File: config.mk
export PLATFORM = sky130hd
export DESIGN_NAME = block_run_length_encoder_unit
export DESIGN_NICKNAME = d
export VERILOG_FILES = /design/src/rtl/brle_pkg.sv /design/src/rtl/brle_filter.sv /design/src/rtl/brle_run.sv /design/src/rtl/brle_fifo.sv /design/src/rtl/block_run_length_encoder_unit.sv
export SDC_FILE = /design/constraint.sdc
export NUM_CORES = 1
export LEC_CHECK = 0
export BUFFER_PORTS_ARGS = -buffer_cell sky130_fd_sc_hd__buf_2
export CAP_MARGIN = 30
export CORE_MARGIN = 8
export CORE_UTILIZATION = 50
export DETAILED_ROUTE_END_ITERATION = 7
export GPL_TIMING_DRIVEN = 0
export PLACE_DENSITY = 0.72
export SLEW_MARGIN = 10
export SYNTH_ARGS = -nofsm -noshare
export SYNTH_HDL_FRONTEND = slang
export SYNTH_SLANG_ARGS = --single-unit
File: constraint.sdc
create_clock -name i_clk -period 5.7 [get_ports i_clk]
set_input_delay 0.855 -clock i_clk [delete_from_list [all_inputs] [get_ports i_clk]]
set_output_delay 0.855 -clock i_clk [all_outputs]
set_load 0.03 [all_outputs]
File: src/rtl/brle_pkg.sv
// Shared types, constants and register map of the block run-length encoder.
`default_nettype none

package brle_pkg;

    localparam int unsigned TYPE_W      = 6;
    localparam int unsigned LEVEL_W     = 4;
    localparam int unsigned COUNT_W     = 16;
    localparam int unsigned MASK_W      = 64;

    // Type codes carry TYPE_BITS significant bits inside the 6-bit field.
    localparam int unsigned TYPE_BITS   = 6;
    localparam logic [TYPE_W-1:0] CELL_TYPE_MASK = TYPE_W'((1 << TYPE_BITS) - 1);

    // Longest run that one result can carry.
    localparam logic [COUNT_W-1:0] MAX_RUN = 16'hFFFF;

    // Register file: 64-bit data, register i at byte address 8*i.
    localparam int unsigned APB_DATA_W  = 64;
    localparam int unsigned APB_ADDR_W  = 5;

    typedef enum logic [1:0] {
        REG_LIQUID_MASK  = 2'd0,
        REG_AIR_CODE     = 2'd1,
        REG_SOURCE_LEVEL = 2'd2,
        REG_UNUSED       = 2'd3
    } t_reg_index;

    localparam logic [MASK_W-1:0]  RST_LIQUID_MASK  = '0;
    localparam logic [TYPE_W-1:0]  RST_AIR_CODE     = '0;
    localparam logic [LEVEL_W-1:0] RST_SOURCE_LEVEL = 4'd8;

    // Result queue depth; must hold at least two entries.
    localparam int unsigned FIFO_DEPTH  = 4;

    typedef struct packed {
        logic [TYPE_W-1:0]  cell_type;
        logic [LEVEL_W-1:0] fluid_level;
        logic               final_cell;
    } t_cell_item;

    typedef struct packed {
        logic [COUNT_W-1:0] run_count;
        logic [TYPE_W-1:0]  run_type;
        logic               final_run;
    } t_run_item;

    // Results produced by one processed cell, in output order.
    typedef struct packed {
        logic      push_first;
        logic      push_second;
        t_run_item first;
        t_run_item second;
    } t_run_push;

endpackage

`default_nettype wire

File: src/rtl/brle_filter.sv
// Cell filter: replace transient liquid below the source level by the air code.
`default_nettype none

module brle_filter (
    input  wire logic [brle_pkg::TYPE_W-1:0]  i_cell_type,
    input  wire logic [brle_pkg::LEVEL_W-1:0] i_fluid_level,
    input  wire logic [brle_pkg::MASK_W-1:0]  i_liquid_mask,
    input  wire logic [brle_pkg::TYPE_W-1:0]  i_air_code,
    input  wire logic [brle_pkg::LEVEL_W-1:0] i_source_level,
    output logic      [brle_pkg::TYPE_W-1:0]  o_filt_type
);

    logic [brle_pkg::TYPE_W-1:0] type_sig;
    logic                        liquid;

    always_comb begin
        type_sig = i_cell_type & brle_pkg::CELL_TYPE_MASK;
        liquid   = i_liquid_mask[type_sig];
        if (liquid && (i_fluid_level < i_source_level)) begin
            o_filt_type = i_air_code & brle_pkg::CELL_TYPE_MASK;
        end else begin
            o_filt_type = type_sig;
        end
    end

endmodule

`default_nettype wire

File: src/rtl/brle_run.sv
// Open-run state and the closing, counting and final-flush decisions.
`default_nettype none

module brle_run (
    input  wire logic                        i_clk,
    input  wire logic                        i_rst_n,
    input  wire logic                        i_go,
    input  wire logic [brle_pkg::TYPE_W-1:0] i_filt_type,
    input  wire logic                        i_final_cell,
    output brle_pkg::t_run_push              o_push
);

    logic [brle_pkg::TYPE_W-1:0]  r_open_type, n_open_type;
    logic [brle_pkg::COUNT_W-1:0] r_open_count, n_open_count;
    logic                         r_run_open, n_run_open;

    logic                         close_run;
    logic [brle_pkg::TYPE_W-1:0]  cur_type;
    logic [brle_pkg::COUNT_W-1:0] cur_count;
    brle_pkg::t_run_item          closed_item;
    brle_pkg::t_run_item          flush_item;

    always_comb begin
        close_run = r_run_open &&
                    ((i_filt_type != r_open_type) || (r_open_count >= brle_pkg::MAX_RUN));

        // Run as it stands once this cell has joined it.
        if (close_run || !r_run_open) begin
            cur_type  = i_filt_type;
            cur_count = brle_pkg::COUNT_W'(1);
        end else begin
            cur_type  = r_open_type;
            cur_count = r_open_count + brle_pkg::COUNT_W'(1);
        end

        closed_item.run_count = r_open_count;
        closed_item.run_type  = r_open_type;
        closed_item.final_run = 1'b0;

        flush_item.run_count  = cur_count;
        flush_item.run_type   = cur_type;
        flush_item.final_run  = 1'b1;

        o_push.push_first  = i_go && (close_run || i_final_cell);
        o_push.push_second = i_go && close_run && i_final_cell;
        o_push.first       = close_run ? closed_item : flush_item;
        o_push.second      = flush_item;

        n_open_type  = r_open_type;
        n_open_count = r_open_count;
        n_run_open   = r_run_open;
        if (i_go) begin
            if (i_final_cell) begin
                n_open_type  = '0;
                n_open_count = '0;
                n_run_open   = 1'b0;
            end else begin
                n_open_type  = cur_type;
                n_open_count = cur_count;
                n_run_open   = 1'b1;
            end
        end
    end

    always_ff @(posedge i_clk) begin
        if (!i_rst_n) begin
            r_open_type  <= '0;
            r_open_count <= '0;
            r_run_open   <= 1'b0;
        end else begin
            r_open_type  <= n_open_type;
            r_open_count <= n_open_count;
            r_run_open   <= n_run_open;
        end
    end

endmodule

`default_nettype wire

File: src/rtl/brle_fifo.sv
// Result queue: takes up to two runs a cycle, hands out one a cycle while the output is not stalled.
`default_nettype none

module brle_fifo #(
    parameter int unsigned P_DEPTH = brle_pkg::FIFO_DEPTH
) (
    input  wire logic                 i_clk,
    input  wire logic                 i_rst_n,
    input  wire brle_pkg::t_run_push  i_push,
    output logic                      o_room_two,
    output logic                      o_out_valid,
    input  wire logic                 i_out_stall,
    output brle_pkg::t_run_item       o_out_item
);

    localparam int unsigned PTR_W = (P_DEPTH > 1) ? $clog2(P_DEPTH) : 1;
    localparam int unsigned CNT_W = $clog2(P_DEPTH + 1);
    localparam logic [PTR_W-1:0] LAST_PTR = PTR_W'(P_DEPTH - 1);

    brle_pkg::t_run_item r_store [P_DEPTH];
    logic [PTR_W-1:0]    r_wr_ptr, n_wr_ptr;
    logic [PTR_W-1:0]    r_rd_ptr, n_rd_ptr;
    logic [CNT_W-1:0]    r_count, n_count;

    logic [PTR_W-1:0]    wr_ptr_next;
    logic                pop;
    logic [1:0]          num_push;

    function automatic logic [PTR_W-1:0] ptr_inc(input logic [PTR_W-1:0] ptr);
        logic [PTR_W-1:0] res;
        res = (ptr == LAST_PTR) ? '0 : ptr + PTR_W'(1);
        return res;
    endfunction

    always_comb begin
        wr_ptr_next = ptr_inc(r_wr_ptr);
        pop         = (r_count != '0) && !i_out_stall;
        num_push    = {1'b0, i_push.push_first} + {1'b0, i_push.push_second};

        n_wr_ptr = r_wr_ptr;
        if (i_push.push_second) begin
            n_wr_ptr = ptr_inc(wr_ptr_next);
        end else if (i_push.push_first) begin
            n_wr_ptr = wr_ptr_next;
        end
        n_rd_ptr = pop ? ptr_inc(r_rd_ptr) : r_rd_ptr;
        n_count  = r_count + CNT_W'(num_push) - CNT_W'(pop);
    end

    always_ff @(posedge i_clk) begin
        if (i_push.push_first) begin
            r_store[r_wr_ptr] <= i_push.first;
        end
        if (i_push.push_second) begin
            r_store[wr_ptr_next] <= i_push.second;
        end
    end

    always_ff @(posedge i_clk) begin
        if (!i_rst_n) begin
            r_wr_ptr <= '0;
            r_rd_ptr <= '0;
            r_count  <= '0;
        end else begin
            r_wr_ptr <= n_wr_ptr;
            r_rd_ptr <= n_rd_ptr;
            r_count  <= n_count;
        end
    end

    assign o_room_two  = (r_count <= CNT_W'(P_DEPTH - 2));
    assign o_out_valid = (r_count != '0);
    assign o_out_item  = r_store[r_rd_ptr];

endmodule

`default_nettype wire

File: src/rtl/block_run_length_encoder_unit.sv
// Top level of the block run-length encoder: input register, registers, run unit, queue.
// A cell accepted into the input register passes the filter and run unit once the queue
//   has room for two runs; the runs it closes or flushes are queued, then shown on o_out_valid.
// Throughput: one cell per cycle while the queue has room for two runs; runs leave the
//   queue at one per cycle while the output is not stalled.
// Reset (synchronous, active low): no open run, queue and input register empty,
//   registers back to mask 0, air code 0, source level 8.
`default_nettype none

module block_run_length_encoder_unit #(
    parameter int unsigned P_FIFO_DEPTH = brle_pkg::FIFO_DEPTH
) (
    input  wire logic                               i_clk,
    input  wire logic                               i_rst_n,

    // Cell input channel
    input  wire logic                               i_in_valid,
    output logic                                    o_in_stall,
    input  wire brle_pkg::t_cell_item               i_in_item,

    // Run output channel
    output logic                                    o_out_valid,
    input  wire logic                               i_out_stall,
    output brle_pkg::t_run_item                     o_out_item,

    // Register port
    input  wire logic                               psel,
    input  wire logic                               penable,
    input  wire logic                               pwrite,
    input  wire logic [brle_pkg::APB_ADDR_W-1:0]    paddr,
    input  wire logic [brle_pkg::APB_DATA_W-1:0]    pwdata,
    output logic      [brle_pkg::APB_DATA_W-1:0]    prdata,
    output logic                                    pready
);

    // ---------------------------------------------------------------
    // Configuration registers. The user writes only while the block is idle; not enforced.
    // ---------------------------------------------------------------
    logic [brle_pkg::MASK_W-1:0]  r_liquid_mask;
    logic [brle_pkg::TYPE_W-1:0]  r_air_code;
    logic [brle_pkg::LEVEL_W-1:0] r_source_level;

    brle_pkg::t_reg_index         reg_index;
    logic                         reg_write;

    assign pready    = 1'b1;
    assign reg_index = brle_pkg::t_reg_index'(paddr[4:3]);
    assign reg_write = psel && penable && pwrite && pready;

    always_ff @(posedge i_clk) begin
        if (!i_rst_n) begin
            r_liquid_mask  <= brle_pkg::RST_LIQUID_MASK;
            r_air_code     <= brle_pkg::RST_AIR_CODE;
            r_source_level <= brle_pkg::RST_SOURCE_LEVEL;
        end else if (reg_write) begin
            unique case (reg_index)
                brle_pkg::REG_LIQUID_MASK: begin
                    r_liquid_mask <= pwdata;
                end
                brle_pkg::REG_AIR_CODE: begin
                    r_air_code <= pwdata[brle_pkg::TYPE_W-1:0];
                end
                brle_pkg::REG_SOURCE_LEVEL: begin
                    r_source_level <= pwdata[brle_pkg::LEVEL_W-1:0];
                end
                default: begin
                    // unmapped slot: drop the write
                end
            endcase
        end
    end

    always_comb begin
        unique case (reg_index)
            brle_pkg::REG_LIQUID_MASK:  prdata = r_liquid_mask;
            brle_pkg::REG_AIR_CODE:     prdata = brle_pkg::APB_DATA_W'(r_air_code);
            brle_pkg::REG_SOURCE_LEVEL: prdata = brle_pkg::APB_DATA_W'(r_source_level);
            default:                    prdata = '0;
        endcase
    end

    // ---------------------------------------------------------------
    // Input register. The held cell advances into the run unit when
    // the queue has room for the two runs it may produce; otherwise
    // hold it and stall the sender.
    // ---------------------------------------------------------------
    logic                 r_in_valid, n_in_valid;
    brle_pkg::t_cell_item r_in_item;
    logic                 room_two;
    logic                 go;
    logic                 in_accept;

    assign go         = r_in_valid && room_two;
    assign o_in_stall = r_in_valid && !room_two;
    assign in_accept  = i_in_valid && !o_in_stall;

    always_comb begin
        n_in_valid = r_in_valid;
        if (in_accept) begin
            n_in_valid = 1'b1;
        end else if (go) begin
            n_in_valid = 1'b0;
        end
    end

    always_ff @(posedge i_clk) begin
        if (!i_rst_n) begin
            r_in_valid <= 1'b0;
        end else begin
            r_in_valid <= n_in_valid;
        end
    end

    // Payload needs no reset: it is only looked at behind r_in_valid.
    always_ff @(posedge i_clk) begin
        if (in_accept) begin
            r_in_item <= i_in_item;
        end
    end

    // ---------------------------------------------------------------
    // Filter, then run tracking: one short combinational pass.
    // ---------------------------------------------------------------
    logic [brle_pkg::TYPE_W-1:0] filt_type;
    brle_pkg::t_run_push         run_push;

    brle_filter u_filter (
        .i_cell_type    (r_in_item.cell_type),
        .i_fluid_level  (r_in_item.fluid_level),
        .i_liquid_mask  (r_liquid_mask),
        .i_air_code     (r_air_code),
        .i_source_level (r_source_level),
        .o_filt_type    (filt_type)
    );

    brle_run u_run (
        .i_clk        (i_clk),
        .i_rst_n      (i_rst_n),
        .i_go         (go),
        .i_filt_type  (filt_type),
        .i_final_cell (r_in_item.final_cell),
        .o_push       (run_push)
    );

    // ---------------------------------------------------------------
    // Result queue: decouples the output stall from cell intake.
    // ---------------------------------------------------------------
    brle_fifo #(
        .P_DEPTH (P_FIFO_DEPTH)
    ) u_fifo (
        .i_clk       (i_clk),
        .i_rst_n     (i_rst_n),
        .i_push      (run_push),
        .o_room_two  (room_two),
        .o_out_valid (o_out_valid),
        .i_out_stall (i_out_stall),
        .o_out_item  (o_out_item)
    );

endmodule

`default_nettype wire

==> impl_metrics.ini <==
[critical_path]
cp_top_family = adder cells
worstPathRequired_ns = 6.13
crit_fanout = 10
crit_chain = nor2_1, a22oi_1, nand4_1, o21ai_1, o21ai_2, mux2i_4, mux2i_2, a21oi_4, buf_6, nand2_1, ha_1, inv_1, fa_1, fa_1, xnor2_1, and2_1
start_kind = register
critPathKind = reg2reg
end_kind = register
crit_buf_inv = 2
critPathMaxStageDelay_ns = 0.67
path_common_cell = fa_1
cp_data_arrival_time_ns = 5.08
crit_slowest_cell = nor2_1

[global_routing]
overflow = 0
grt_max_degree = 23
grt_util_all_layers = 0.2259
antenna_found_initial = 4
grt_pass1_wl_um = 51120
grt_pass1_vias = 9535

[sta]
slew_violations = 0
clock_skew_ns = 0.01529
fin_crit_ns = 4.652
worst_slew_pin_slew_ns = 0.8561
fmax_mhz = 215.0
slew_headroom = 0.4292
rsz0062_at_grt = no
tns_ns = 0
whs_ns = 0.4707
period_share = 0.8161
finalHoldViolations = 0
finalSetupViolations = 0

[clock_network]
clk_pin_slew_ns = 0.06
cts_made_buffers = 23
cts_max_level = 1
postCtsSetupBuffers = 0
cts_tree = built
cts_resized = 0
cts_buffer_depth = 3
insertion_delay_ns = 0.53
root_buffer = clkbuf_16
clock_sinks = 210
holdBufCountCts = 0

[finish]
drive_above_1_share = 0.2016
final_cells = 1679
filler_cell_count = 1942
finalNetCount = 1478
area_growth_pct = 17.91
n_antenna_cell = 0

[pwr]
peakVddDrop_uv = 186.4
combPwrFrac = 0.267
clkPwrFrac = 0.327
seqPwrFrac = 0.406
switchingPower_uw = 1392
p_per_area_nw_per_um2 = 316.8
p_int_uw = 2848
power.leakage_uw = 0.004773
fin_total_pwr_uw = 4241
switching_share = 0.3283

[detailed_routing]
routed-via-count = 9481
wirelength_um = 32560
first_pass_iters = 7
drt_iter0_markers = 746
vias_per_cell = 5.647
wl_per_cell_um = 19.39
ant_nets = 0
drcViolationCount = 0

[floorplanning]
chipWidth_um = 166.7
core_um2 = 22430
io_pins = 177
initial_core_util = 0.5060
num_rows = 55
die_h_um = 166.7
die_area_um2 = 27780

[yosys]
syn_inst = 1175
synthMuxAreaShare = 0.1036
synth.distinct_cells = 71
syn_nets = 1276
synth-adder-area-share = 0.01675
avgSynthCellArea_um2 = 9.661
syn_area_um2 = 11350
synth_top_family_by_area = simple AND/OR/NAND/NOR gates
yosysSeqAreaShare = 0.4576
synth-edff-count = 99
synth-seq-cells = 210
yosys_warnings = 0
ys_top_cells_by_area = edfxtp_1 (26%), dfxtp_1 (20%), nand2_1 (8.2%)
yosys.area_share.simple = 0.1887
synthFlopType = dfxtp_1
yosysTopAreaCell = edfxtp_1
synth_compound_gate_area_share = 0.1774
post-synth-top-count-cell = nand2_1
synth_xor_area_frac = 0.01080
synthTopCellsByCount = nand2_1 (248), dfxtp_1 (111), edfxtp_1 (99)
synthDominantCellAreaShare = 0.2619
synth_async_sr_flop_share = 0

[flow_run]
cap_viol_max_count = 0

[outcome]
status = completed

[placement]
numPortBuffers = 171
dp_hpwl_um = 24400
dp_cells = 1634
gp_congestion = 0.8965

[hold_path]
hold_class = reg2reg
==> state kept, by name, indices dropped and copies added (netlist names), named ones only <==
signal and cells:
u_run.r_open_count 16, r_in_valid 1, u_fifo.r_store 92, u_run.r_open_type 6, r_air_code 6, u_fifo.r_wr_ptr 2
u_fifo.r_rd_ptr 2, r_in_item 11, r_source_level 4, r_liquid_mask 64, u_fifo.r_count 3, u_run.r_run_open 1
==> stage by stage <==
step	utilization	setup WS [ns]	instance area, um^2
2_1_floorplan	-	1.798	11350
3_3_place_gp	0.5601	0.5765	12560
3_5_place_dp	0.5618	1.119	12600
4_1_cts	0.5930	1.135	13300
5_1_grt	0.5967	0.8899	13390
6_report	0.5967	1.048	13390
==> routing by layer <==
layer | vias to the layer above | GRT usage | share of wire
li1 | 4584 | - | -
met1 | 4460 | 0.2921 | 0.43
met2 | 375 | 0.3706 | 0.46
met3 | 54 | 0.05863 | 0.081
met4 | 8 | 0.05954 | 0.019
met5 | - | 0 | 0.0014
==> power groups by stage <==
stage               sequential [uW]  combinational [uW]  clock (uW)
floorplan                      1740                 817           0
global placement               1750                1100           0
detailed placement             1760                1110           0
CTS                            1720                1110        1410
global route                   1730                1210        1470
finish                         1720                1130        1390
==> worst paths after layout <==
path | startpoint | end | slack, ns | cells past startpoint
hold / removal | u_fifo.r_store[2][0] | u_fifo.r_store[2][0] | 0.47 | 1
setup reg to reg | r_in_item[7] | u_fifo.r_count[2] | 1.05 | 16
setup / recovery | r_in_item[7] | u_fifo.r_count[2] | 1.05 | 16
hold reg to reg | u_fifo.r_store[2][0] | u_fifo.r_store[2][0] | 0.47 | 1
==> cell usage in the layout (no fill, tap or decap), drive strengths merged, types with 9 or more instances in the layout <==
cell and instances:
nor2b 19, nand2b 9, clkinv 10, dfxtp 111, inv 24, o22ai 30
mux2i 63, xnor2 9, o21ai 42, buf 197, a22oi 20, clkbuf 101
mux4 23, and2 79, a21oi 51, a211oi 30, nor2 32, nor3 15
nand2 248, a21boi 79, nand3 28, ha 12, edfxtp 99
==> worst reg2reg max path, cell delays in order (launching register included) <==
cell	delay [ns]
edfxtp_1	0.48
nor2_1	0.67
a22oi_1	0.22
nand4_1	0.14
o21ai_1	0.08
o21ai_2	0.24
mux2i_4	0.18
mux2i_2	0.33
a21oi_4	0.45
buf_6	0.21
nand2_1	0.12
ha_1	0.32
inv_1	0.05
fa_1	0.40
fa_1	0.39
xnor2_1	0.14
and2_1	0.15
==> logic make-up (layout without fill, tap and decap cells) <==
kind of cell             Yosys count  after routing
AND/OR/NAND/NOR                  455            455
AO/OA/AOI/OAI                    280            280
flip-flops                       210            210
buffers and inverters            114            333
multiplexers                      87             87
adder cells (fa/ha/maj)           14             14
XOR/XNOR                          14             14
other                              1              1
==> area by class of cell <==
class	count	area, um^2	area share
clock buffers	30	621.8	0.04646
well taps	285	356.6	0.02664
flip-flops and latches	210	5195	0.3881
multi-input cells	851	5657	0.4226
clock inverters	12	77.57	0.005795
plain buffers	91	421.7	0.03150
inverters	23	86.33	0.006450
repair buffers	177	969.7	0.07244
(Power assumes the default switching activity.)
